## src/hw/rtl/dcf_pkg.sv

```systemverilog
// Shared types, constants and coefficient table for the DC blocker and FIR bandpass block.
package dcf_pkg;

   // Field widths
   localparam int ADC_W    = 10;
   localparam int SAMPLE_W = 16;
   localparam int DAC_W    = 8;
   localparam int OPND_W   = 17;
   localparam int ACC_W    = 32;
   localparam int CSR_W    = 16;
   localparam int CSR_IDX_W = 2;

   // Filter length
   localparam int FIR_ORDER_DEF = 40;
   localparam int COEF_COUNT    = 41;
   localparam int COEF_IDX_W    = $clog2(COEF_COUNT);

   // Register indexes
   localparam logic [CSR_IDX_W-1:0] CSR_DC_NUM_CURRENT  = 2'd0;
   localparam logic [CSR_IDX_W-1:0] CSR_DC_NUM_PREVIOUS = 2'd1;
   localparam logic [CSR_IDX_W-1:0] CSR_DC_FEEDBACK     = 2'd2;
   localparam logic [CSR_IDX_W-1:0] CSR_DAC_OFFSET      = 2'd3;

   // Register reset values
   localparam logic signed [SAMPLE_W-1:0] DC_NUM_CURRENT_RST  = 16'sd32767;
   localparam logic signed [SAMPLE_W-1:0] DC_NUM_PREVIOUS_RST = -16'sd32768;
   localparam logic signed [SAMPLE_W-1:0] DC_FEEDBACK_RST     = 16'sd32309;
   localparam logic [DAC_W-1:0]           DAC_OFFSET_RST      = 8'h7f;

   // Symmetric bandpass coefficients, centre tap 29604
   localparam logic signed [SAMPLE_W-1:0] BAND_COEF [COEF_COUNT] = '{
      -16'sd32,   -16'sd105,  -16'sd238,  -16'sd415,  -16'sd592,  -16'sd704,
      -16'sd681,  -16'sd468,  -16'sd49,   16'sd540,   16'sd1204,  16'sd1806,
      16'sd2193,  16'sd2237,  16'sd1869,  16'sd1102,  16'sd46,    -16'sd1118,
      -16'sd2171, -16'sd2902, 16'sd29604, -16'sd2902, -16'sd2171, -16'sd1118,
      16'sd46,    16'sd1102,  16'sd1869,  16'sd2237,  16'sd2193,  16'sd1806,
      16'sd1204,  16'sd540,   -16'sd49,   -16'sd468,  -16'sd681,  -16'sd704,
      -16'sd592,  -16'sd415,  -16'sd238,  -16'sd105,  -16'sd32
   };

   // Coefficient for tap k; taps past the table weigh zero
   function automatic logic signed [SAMPLE_W-1:0] coef_at(input int unsigned k);
      logic signed [SAMPLE_W-1:0] c;
      c = '0;
      if (k < COEF_COUNT) begin
         c = BAND_COEF[k[COEF_IDX_W-1:0]];
      end
      return c;
   endfunction

   // Control of one tap cell
   typedef struct packed {
      logic en;
      logic rotate;
   } tap_ctrl_type;

   // Control of one multiply-accumulate issue
   typedef struct packed {
      logic valid;
      logic clear;
   } mac_op_type;

endpackage

```

## src/hw/rtl/dcf_tap_cell.sv

```systemverilog
// One cell of the tap chain: holds one blocker output and moves it to a neighbor.
module dcf_tap_cell
   import dcf_pkg::*;
(
   input  logic                       clock,
   input  logic                       reset,
   input  tap_ctrl_type               ctrl,
   input  logic signed [SAMPLE_W-1:0] from_prev,
   input  logic signed [SAMPLE_W-1:0] from_next,
   output logic signed [SAMPLE_W-1:0] value
);

   logic signed [SAMPLE_W-1:0] value_ff;
   logic signed [SAMPLE_W-1:0] value_in;

   // Shift in from the newer side, or rotate in from the older side
   always_comb begin
      value_in = value_ff;
      if (ctrl.en) begin
         value_in = ctrl.rotate ? from_next : from_prev;
      end
   end

   always_ff @(posedge clock) begin
      if (reset) begin
         value_ff <= '0;
      end else begin
         value_ff <= value_in;
      end
   end

   assign value = value_ff;

endmodule

```

## src/hw/rtl/dcf_mac.sv

```systemverilog
// Shared multiply-accumulate unit: registered product, then a wrapping 32-bit sum.
module dcf_mac
   import dcf_pkg::*;
(
   input  logic                     clock,
   input  logic                     reset,
   input  mac_op_type               op,
   input  logic signed [OPND_W-1:0] opnd_a,
   input  logic signed [OPND_W-1:0] opnd_b,
   output logic [ACC_W-1:0]         acc
);

   logic signed [2*OPND_W-1:0] prod_ff;
   logic signed [2*OPND_W-1:0] prod_in;
   mac_op_type                 stage_ff;
   logic [ACC_W-1:0]           acc_ff;
   logic [ACC_W-1:0]           acc_in;

   // Multiply stage
   assign prod_in = opnd_a * opnd_b;

   // Accumulate stage, wrapping modulo 2^32
   always_comb begin
      acc_in = acc_ff;
      if (stage_ff.valid) begin
         acc_in = (stage_ff.clear ? '0 : acc_ff) + prod_ff[ACC_W-1:0];
      end
   end

   always_ff @(posedge clock) begin
      prod_ff <= prod_in;
      acc_ff  <= acc_in;
      if (reset) begin
         stage_ff <= '0;
      end else begin
         stage_ff <= op;
      end
   end

   assign acc = acc_ff;

endmodule

```

## src/hw/rtl/dc_block_then_fir_bandpass.sv

```systemverilog
// Top level: DC blocker followed by a bandpass FIR over a rotating chain of tap cells.
//
//   channel  direction  ports                   payload
//   req      in         req_tvalid/tready/tdata [9:0] adc_sample
//   rsp      out        rsp_tvalid/tready/tdata [15:0] dc_removed, [31:16] band_output,
//                                               [39:32] dac_code
//   csr      in         csr_wr_en/addr/wdata    register index, 16-bit value
//
// Each accepted item runs in order through the single shared MAC: three blocker terms, a
// drain, one shift, then one tap per cycle over the whole tap chain, another drain and one
// load. No new item is taken until the finished result is loaded into the output register.
// Synchronous active-high reset clears the tap cells and the previous sample and loads the register defaults.
// A result waits in the output register while the next item is taken and processed; the
// finished item holds in its last state only if that register is still full.
module dc_block_then_fir_bandpass
   import dcf_pkg::*;
#(
   parameter int FIR_ORDER = FIR_ORDER_DEF
)
(
   input  logic                 clock,
   input  logic                 reset,
   input  logic                 req_tvalid,
   output logic                 req_tready,
   input  logic [15:0]          req_tdata,   // [9:0] adc_sample
   output logic                 rsp_tvalid,
   input  logic                 rsp_tready,
   output logic [39:0]          rsp_tdata,   // [15:0] dc_removed, [31:16] band_output,
                                             // [39:32] dac_code
   input  logic                 csr_wr_en,
   input  logic [CSR_IDX_W-1:0] csr_addr,
   input  logic [CSR_W-1:0]     csr_wdata
);

   localparam int TAP_COUNT = FIR_ORDER + 1;
   localparam int CNT_W     = $clog2(TAP_COUNT + 1);
   localparam logic [CNT_W-1:0] DC_LAST   = CNT_W'(2);
   localparam logic [CNT_W-1:0] WAIT_LAST = CNT_W'(1);
   localparam logic [CNT_W-1:0] FIR_LAST  = CNT_W'(TAP_COUNT - 1);

   localparam logic [2:0] S_IDLE    = 3'd0;
   localparam logic [2:0] S_DC      = 3'd1;
   localparam logic [2:0] S_DCWAIT  = 3'd2;
   localparam logic [2:0] S_SHIFT   = 3'd3;
   localparam logic [2:0] S_FIR     = 3'd4;
   localparam logic [2:0] S_FIRWAIT = 3'd5;
   localparam logic [2:0] S_DONE    = 3'd6;

   logic [2:0]                 state_ff, state_in;
   logic [CNT_W-1:0]           cnt_ff, cnt_in;
   logic [ADC_W-1:0]           x_ff, x_in;
   logic [ADC_W-1:0]           last_ff, last_in;
   logic signed [SAMPLE_W-1:0] num_cur_ff, num_cur_in;
   logic signed [SAMPLE_W-1:0] num_prev_ff, num_prev_in;
   logic signed [SAMPLE_W-1:0] feedback_ff, feedback_in;
   logic [DAC_W-1:0]           offset_ff, offset_in;
   logic                       rsp_valid_ff, rsp_valid_in;
   logic [SAMPLE_W-1:0]        dcr_ff, dcr_in;
   logic [SAMPLE_W-1:0]        band_ff, band_in;
   logic [DAC_W-1:0]           dac_ff, dac_in;

   logic                       req_accept;
   logic                       out_load;
   tap_ctrl_type               tap_ctrl;
   mac_op_type                 mac_op;
   logic signed [OPND_W-1:0]   mac_a, mac_b;
   logic [ACC_W-1:0]           mac_acc;
   logic signed [SAMPLE_W-1:0] y_new;
   logic signed [SAMPLE_W-1:0] tap_q [TAP_COUNT];
   logic signed [SAMPLE_W-1:0] coef_cur;

   assign req_tready = (state_ff == S_IDLE);
   assign req_accept = req_tvalid && req_tready;
   assign out_load   = (state_ff == S_DONE) && (!rsp_valid_ff || rsp_tready);
   assign y_new      = mac_acc[ACC_W-1:ACC_W-SAMPLE_W];
   assign coef_cur   = coef_at(int'(cnt_ff));

   // Configuration writes
   always_comb begin
      num_cur_in  = num_cur_ff;
      num_prev_in = num_prev_ff;
      feedback_in = feedback_ff;
      offset_in   = offset_ff;
      if (csr_wr_en) begin
         case (csr_addr)
            CSR_DC_NUM_CURRENT:  num_cur_in  = csr_wdata;
            CSR_DC_NUM_PREVIOUS: num_prev_in = csr_wdata;
            CSR_DC_FEEDBACK:     feedback_in = csr_wdata;
            CSR_DAC_OFFSET:      offset_in   = csr_wdata[DAC_W-1:0];
            default: ;
         endcase
      end
   end

   // Sequencer: blocker terms, drain, shift, FIR taps, drain, deliver
   always_comb begin
      state_in = state_ff;
      cnt_in   = cnt_ff;
      x_in     = x_ff;
      last_in  = last_ff;
      tap_ctrl = '0;
      case (state_ff)
         S_IDLE: begin
            if (req_accept) begin
               x_in     = req_tdata[ADC_W-1:0];
               cnt_in   = '0;
               state_in = S_DC;
            end
         end
         S_DC: begin
            cnt_in = cnt_ff + 1'b1;
            if (cnt_ff == DC_LAST) begin
               cnt_in   = '0;
               state_in = S_DCWAIT;
            end
         end
         S_DCWAIT: begin
            cnt_in = cnt_ff + 1'b1;
            if (cnt_ff == WAIT_LAST) begin
               cnt_in   = '0;
               state_in = S_SHIFT;
            end
         end
         S_SHIFT: begin
            tap_ctrl.en = 1'b1;
            last_in     = x_ff;
            cnt_in      = '0;
            state_in    = S_FIR;
         end
         S_FIR: begin
            tap_ctrl.en     = 1'b1;
            tap_ctrl.rotate = 1'b1;
            cnt_in          = cnt_ff + 1'b1;
            if (cnt_ff == FIR_LAST) begin
               cnt_in   = '0;
               state_in = S_FIRWAIT;
            end
         end
         S_FIRWAIT: begin
            cnt_in = cnt_ff + 1'b1;
            if (cnt_ff == WAIT_LAST) begin
               cnt_in   = '0;
               state_in = S_DONE;
            end
         end
         S_DONE: begin
            if (out_load) begin
               state_in = S_IDLE;
            end
         end
         default: begin
            state_in = S_IDLE;
         end
      endcase
   end

   // Feed the shared MAC
   always_comb begin
      mac_op = '0;
      mac_a  = {tap_q[0][SAMPLE_W-1], tap_q[0]};
      mac_b  = {coef_cur[SAMPLE_W-1], coef_cur};
      case (state_ff)
         S_DC: begin
            mac_op.valid = 1'b1;
            mac_op.clear = (cnt_ff == '0);
            case (cnt_ff)
               CNT_W'(0): begin
                  mac_a = {{(OPND_W-ADC_W){1'b0}}, x_ff};
                  mac_b = {num_cur_ff[SAMPLE_W-1], num_cur_ff};
               end
               CNT_W'(1): begin
                  mac_a = {{(OPND_W-ADC_W){1'b0}}, last_ff};
                  mac_b = {num_prev_ff[SAMPLE_W-1], num_prev_ff};
               end
               default: begin
                  mac_b = {feedback_ff[SAMPLE_W-1], feedback_ff};
               end
            endcase
         end
         S_FIR: begin
            mac_op.valid = 1'b1;
            mac_op.clear = (cnt_ff == '0);
         end
         default: ;
      endcase
   end

   // Output register
   always_comb begin
      rsp_valid_in = rsp_valid_ff;
      dcr_in       = dcr_ff;
      band_in      = band_ff;
      dac_in       = dac_ff;
      if (rsp_valid_ff && rsp_tready) begin
         rsp_valid_in = 1'b0;
      end
      if (out_load) begin
         rsp_valid_in = 1'b1;
         dcr_in       = tap_q[0];
         band_in      = mac_acc[ACC_W-1:ACC_W-SAMPLE_W];
         dac_in       = mac_acc[ACC_W-SAMPLE_W+DAC_W:ACC_W-SAMPLE_W+1] + offset_ff;
      end
   end

   always_ff @(posedge clock) begin
      x_ff    <= x_in;
      dcr_ff  <= dcr_in;
      band_ff <= band_in;
      dac_ff  <= dac_in;
      if (reset) begin
         state_ff     <= S_IDLE;
         cnt_ff       <= '0;
         last_ff      <= '0;
         num_cur_ff   <= DC_NUM_CURRENT_RST;
         num_prev_ff  <= DC_NUM_PREVIOUS_RST;
         feedback_ff  <= DC_FEEDBACK_RST;
         offset_ff    <= DAC_OFFSET_RST;
         rsp_valid_ff <= 1'b0;
      end else begin
         state_ff     <= state_in;
         cnt_ff       <= cnt_in;
         last_ff      <= last_in;
         num_cur_ff   <= num_cur_in;
         num_prev_ff  <= num_prev_in;
         feedback_ff  <= feedback_in;
         offset_ff    <= offset_in;
         rsp_valid_ff <= rsp_valid_in;
      end
   end

   // Chain of tap cells, newest in cell 0
   for (genvar i = 0; i < TAP_COUNT; i++) begin : g_tap
      logic signed [SAMPLE_W-1:0] prev_val;
      logic signed [SAMPLE_W-1:0] next_val;
      if (i == 0) begin : g_head
         assign prev_val = y_new;
      end else begin : g_body
         assign prev_val = tap_q[i-1];
      end
      if (i == TAP_COUNT - 1) begin : g_tail
         assign next_val = tap_q[0];
      end else begin : g_inner
         assign next_val = tap_q[i+1];
      end
      dcf_tap_cell u_cell (
         .clock     (clock),
         .reset     (reset),
         .ctrl      (tap_ctrl),
         .from_prev (prev_val),
         .from_next (next_val),
         .value     (tap_q[i])
      );
   end

   dcf_mac u_mac (
      .clock  (clock),
      .reset  (reset),
      .op     (mac_op),
      .opnd_a (mac_a),
      .opnd_b (mac_b),
      .acc    (mac_acc)
   );

   assign rsp_tvalid = rsp_valid_ff;
   assign rsp_tdata  = {dac_ff, band_ff, dcr_ff};

   // An accepted item starts the blocker terms on the next cycle
   a_accept_starts: assert property (@(posedge clock) disable iff (reset)
      req_accept |=> state_ff == S_DC)
      else $error("accepted item did not start the blocker phase");

   // The tap chain moves only while shifting or rotating
   a_taps_hold: assert property (@(posedge clock) disable iff (reset)
      (state_ff != S_SHIFT && state_ff != S_FIR) |=> $stable(tap_q[0]))
      else $error("tap chain moved outside shift or FIR phase");

   // A loaded result is presented on the next cycle
   a_load_presents: assert property (@(posedge clock) disable iff (reset)
      out_load |=> rsp_tvalid && state_ff == S_IDLE)
      else $error("loaded result not presented");

   // The FIR drain is entered only after the full tap sweep
   a_sweep_done: assert property (@(posedge clock) disable iff (reset)
      (state_ff == S_FIRWAIT) && ($past(state_ff) == S_FIR) |-> $past(cnt_ff) == FIR_LAST)
      else $error("FIR sweep ended early");

endmodule

```

## config.mk

```make
export PLATFORM = sky130hd
export DESIGN_NAME = dc_block_then_fir_bandpass
export DESIGN_NICKNAME = d
export VERILOG_FILES = /design/src/hw/rtl/dcf_pkg.sv /design/src/hw/rtl/dcf_tap_cell.sv /design/src/hw/rtl/dcf_mac.sv /design/src/hw/rtl/dc_block_then_fir_bandpass.sv
export SDC_FILE = /design/constraint.sdc
export NUM_CORES = 2
export LEC_CHECK = 0
export ABC_AREA = 0
export BUFFER_PORTS_ARGS = -buffer_cell sky130_fd_sc_hd__buf_4
export CORE_UTILIZATION = 40
export DETAILED_ROUTE_END_ITERATION = 7
export HOLD_SLACK_MARGIN = 0.05
export SLEW_MARGIN = 20
export SYNTH_ARGS = -nofsm -noshare
export SYNTH_HDL_FRONTEND = slang
export SYNTH_SLANG_ARGS = --single-unit
```

## constraint.sdc

```tcl
create_clock -name clock -period 7.3 [get_ports clock]
set_input_delay 1.095 -clock clock [delete_from_list [all_inputs] [get_ports clock]]
set_output_delay 1.095 -clock clock [all_outputs]
set_load 0.005 [all_outputs]
```

==> results.json <==
{
  "synth_edf_count": 82,
  "worst_slack_ps": -83.9,
  "cpMaxStageDelayCell": "fa_1",
  "gr-max-usage-layer": "met2",
  "grt_use_total_pct": 19.2,
  "min_path_type": "flip-flop to flip-flop",
  "met3_usage_pct": 3.02,
  "status": "finished, violations left",
  "setup_viol": 2,
  "cts_tree": "done",
  "portBuffers": 74,
  "place_hpwl_mm": 76.7,
  "cp_max_fo": 7,
  "drive_above_1_share_pct": 11.7,
  "cts.sinks": 848,
  "hold_path_depth": 2,
  "first_pass_iters": 6,
  "use_met2_pct": 30.3,
  "end_kind": "flip-flop",
  "nets": 6278,
  "maxCapViolCount": 0,
  "min_to": "last_ff[7]",
  "hold_violations": 0,
  "hold_start": "last_ff[7]",
  "fillCellCount": 11537,
  "wirelength_mm": 117,
  "grt.overflow.total": 0,
  "worstPathArrival_ps": 7910,
  "die_h_um": 346,
  "rsz0062_at_grt": "true",
  "finalCriticalPeriod_ps": 7380,
  "hold_slack_ps": 453,
  "most-common-layout-cells": "nand2_1, nor2_1, dfxtp_1",
  "area_growth_pct": 15.2,
  "cts_buffers": 93,
  "timing.rr.end": "u_mac.prod_ff[30]",
  "initial_core_util_pct": 40.3,
  "multiInputGateArea_mm2": 0.0271,
  "drc_errors": 0,
  "r2r_cells": 33,
  "antenna_found_initial": 3,
  "regArea_mm2": 0.0178,
  "syn_nets": 6250,
  "core_mm2": 0.118,
  "required_ps": 7830,
  "vias_per_cell": 5.33,
  "diodes": 0,
  "clock-root-buffer": "clkbuf_16",
  "path_class": "flip-flop to flip-flop",
  "final.setup.tns_ps": -165,
  "cts_buffer_depth": 3,
  "met1_usage_pct": 27.3,
  "r2r_start": "cnt_ff[0]",
  "grt_max_degree": 278,
  "die_x_um": 346,
  "violations": "negative setup slack",
  "final_common_cell": "nand2_1",
  "reg2reg_slack_ps": -80,
  "fmax_mhz": 135,
  "yosys_most_used_dff": "dfxtp_1",
  "gp_congestion": 0.885,
  "dieArea_mm2": 0.120,
  "worstSkewPairLatency_ps": 700,
  "grt_pass1_vias": 37673,
  "utilization_pct": 46.4,
  "clk_pin_slew_ps": 60,
  "ys_ff_latch": 848,
  "hold_buffers": 0,
  "startpoint_type": "flip-flop",
  "cp_common_cell": "fa_1",
  "grt_pass1_wl_mm": 194,
  "max_stage_delay_ps": 510,
  "skew_ps": 60.6,
  "fin_area_mm2": 0.0547,
  "max_slew_margin_pct": 23.7,
  "async_flop_share_pct": 0,
  "placed_cell_area_mm2": 0.0507,
  "cts_max_level": 3,
  "ys_seq_area_share_pct": 37.5,
  "row_count": 126,
  "vias": 39710,
  "syn-mean-instance-area_um2": 8.18,
  "drt_iter0_markers": 3350,
  "wl_per_cell_um": 15.8,
  "syn_area_mm2": 0.0475,
  "drtAntennaViolNets": 0,
  "syn-instance-count": 5805,
  "ios": 81,
  "drv_slew": 0,
  "fin_crit_sh_pct": 101,
  "yosys_warnings": 0,
  "worst_pin_slew_ps": 1140,
  "synth_cell_types": 81
}
## kinds of logic after synthesis
logic type | after synthesis | synth area share [%]
and+or+nand+nor | 2647 | 22.1
muxes | 8 | 0.224
adders and majority gates | 406 | 15.1
xor gates and xnor gates | 74 | 1.37
AOI/OAI and AO/OA | 1017 | 17.2
DFF | 848 | 37.5
buffers and inverters | 805 | 6.51
## timing repair
item / in CTS / in global routing
pin swaps: 37 / 24
buffers inserted: 12 / 11
endpoints found under the setup margin: 8 / 11
resized for setup: 65 / 54
hold endpoints to repair: 0 / 0
gates cloned: 2 / 1
## cell usage after synthesis, types with 5 or more instances
cell / number / area (um2)
nand2_1: 1544 / 5800
nor2_1: 890 / 3340
dfxtp_1: 766 / 15300
a311oi_1: 659 / 5770
clkbuf_1: 407 / 1530
inv_1: 339 / 1270
fa_1: 277 / 5550
ha_1: 129 / 1610
a21oi_1: 112 / 561
edfxtp_1: 82 / 2460
nor2b_1: 60 / 375
xnor2_1: 57 / 499
o21ai_0: 45 / 225
buf_2: 41 / 205
nand2b_1: 33 / 206
a21o_1: 27 / 203
a22oi_1: 22 / 165
nand3b_1: 21 / 158
o21a_1: 21 / 158
a211o_1: 18 / 158
and2_1: 18 / 113
xor2_1: 17 / 149
a211oi_1: 16 / 120
nor3_1: 16 / 80.1
or2_2: 15 / 93.8
nand3_1: 14 / 70.1
a31oi_1: 11 / 68.8
buf_1: 11 / 41.3
nand4_1: 10 / 62.6
o211ai_1: 10 / 75.1
o21bai_1: 10 / 75.1
o21ai_1: 7 / 35.0
a21oi_2: 6 / 52.6
and2_0: 6 / 37.5
a21boi_0: 5 / 37.5
buf_4: 5 / 37.5
mux2i_1: 5 / 50.1
o22a_1: 5 / 43.8
## per-layer routing
layer | vias to the layer above | share of wire, % | routed length [um]
met3 | 145 | 4.7 | 5460
met5 | - | 0.023 | 27
met2 | 667 | 45 | 52900
met1 | 19237 | 48 | 56600
met4 | 4 | 2.0 | 2300
li1 | 19657 | - | -
## worst max path at each step
stage              start                 to  slack (ps)  depth (start not counted)
2_1_floorplan  cnt_ff[0]  u_mac.prod_ff[28]         -20                         32
3_3_place_gp   cnt_ff[0]  u_mac.prod_ff[31]        -200                         28
3_5_place_dp   cnt_ff[0]  u_mac.prod_ff[31]        -230                         29
4_1_cts        cnt_ff[1]  u_mac.prod_ff[27]          -7                         29
5_1_grt        cnt_ff[0]  u_mac.prod_ff[28]        -370                         34
6_report       cnt_ff[0]  u_mac.prod_ff[30]         -80                         33
## sequential cells by signal (all words and copies together), names as in the netlist
name and count:
dcr_ff 16, u_mac.stage_ff 2, g_tap.u_cell.value 656, state_ff 3, dac_ff 8, offset_ff 8
rsp_tvalid 1, feedback_ff 16, cnt_ff 6, u_mac.prod_ff 32, num_prev_ff 16, band_ff 16
u_mac.acc 32, num_cur_ff 16, x_ff 10, last_ff 10
## layout make-up
type | instances | area share, %
Inverter | 341 | 2.35
Timing Repair Buffer | 397 | 6.10
Clock inverter | 32 | 0.753
Clock buffer | 142 | 5.14
Sequential cell | 848 | 32.6
Multi-Input combinational cell | 4152 | 49.6
Tap cell | 1536 | 3.51
## metrics by stage
stage / instances / worst slack (ps)
after floorplan: 5805 / -21.0
after global placement: 7249 / -204
after detailed placement: 7249 / -233
after CTS: 7437 / -7.13
after global routing: 7448 / -367
final: 7448 / -83.9
## critical path, delay by kind of cell (launching register included)
kind,cells,cell delay (ps)
flops,1,380
compound gates,10,2070
fa+ha+maj,8,3070
xor+xnor,1,170
simple gates,4,510
buf+inv,10,1010
Power is not shown: default switching activity piles up to over one toggle a cycle in this logic, so the estimate is an artifact.
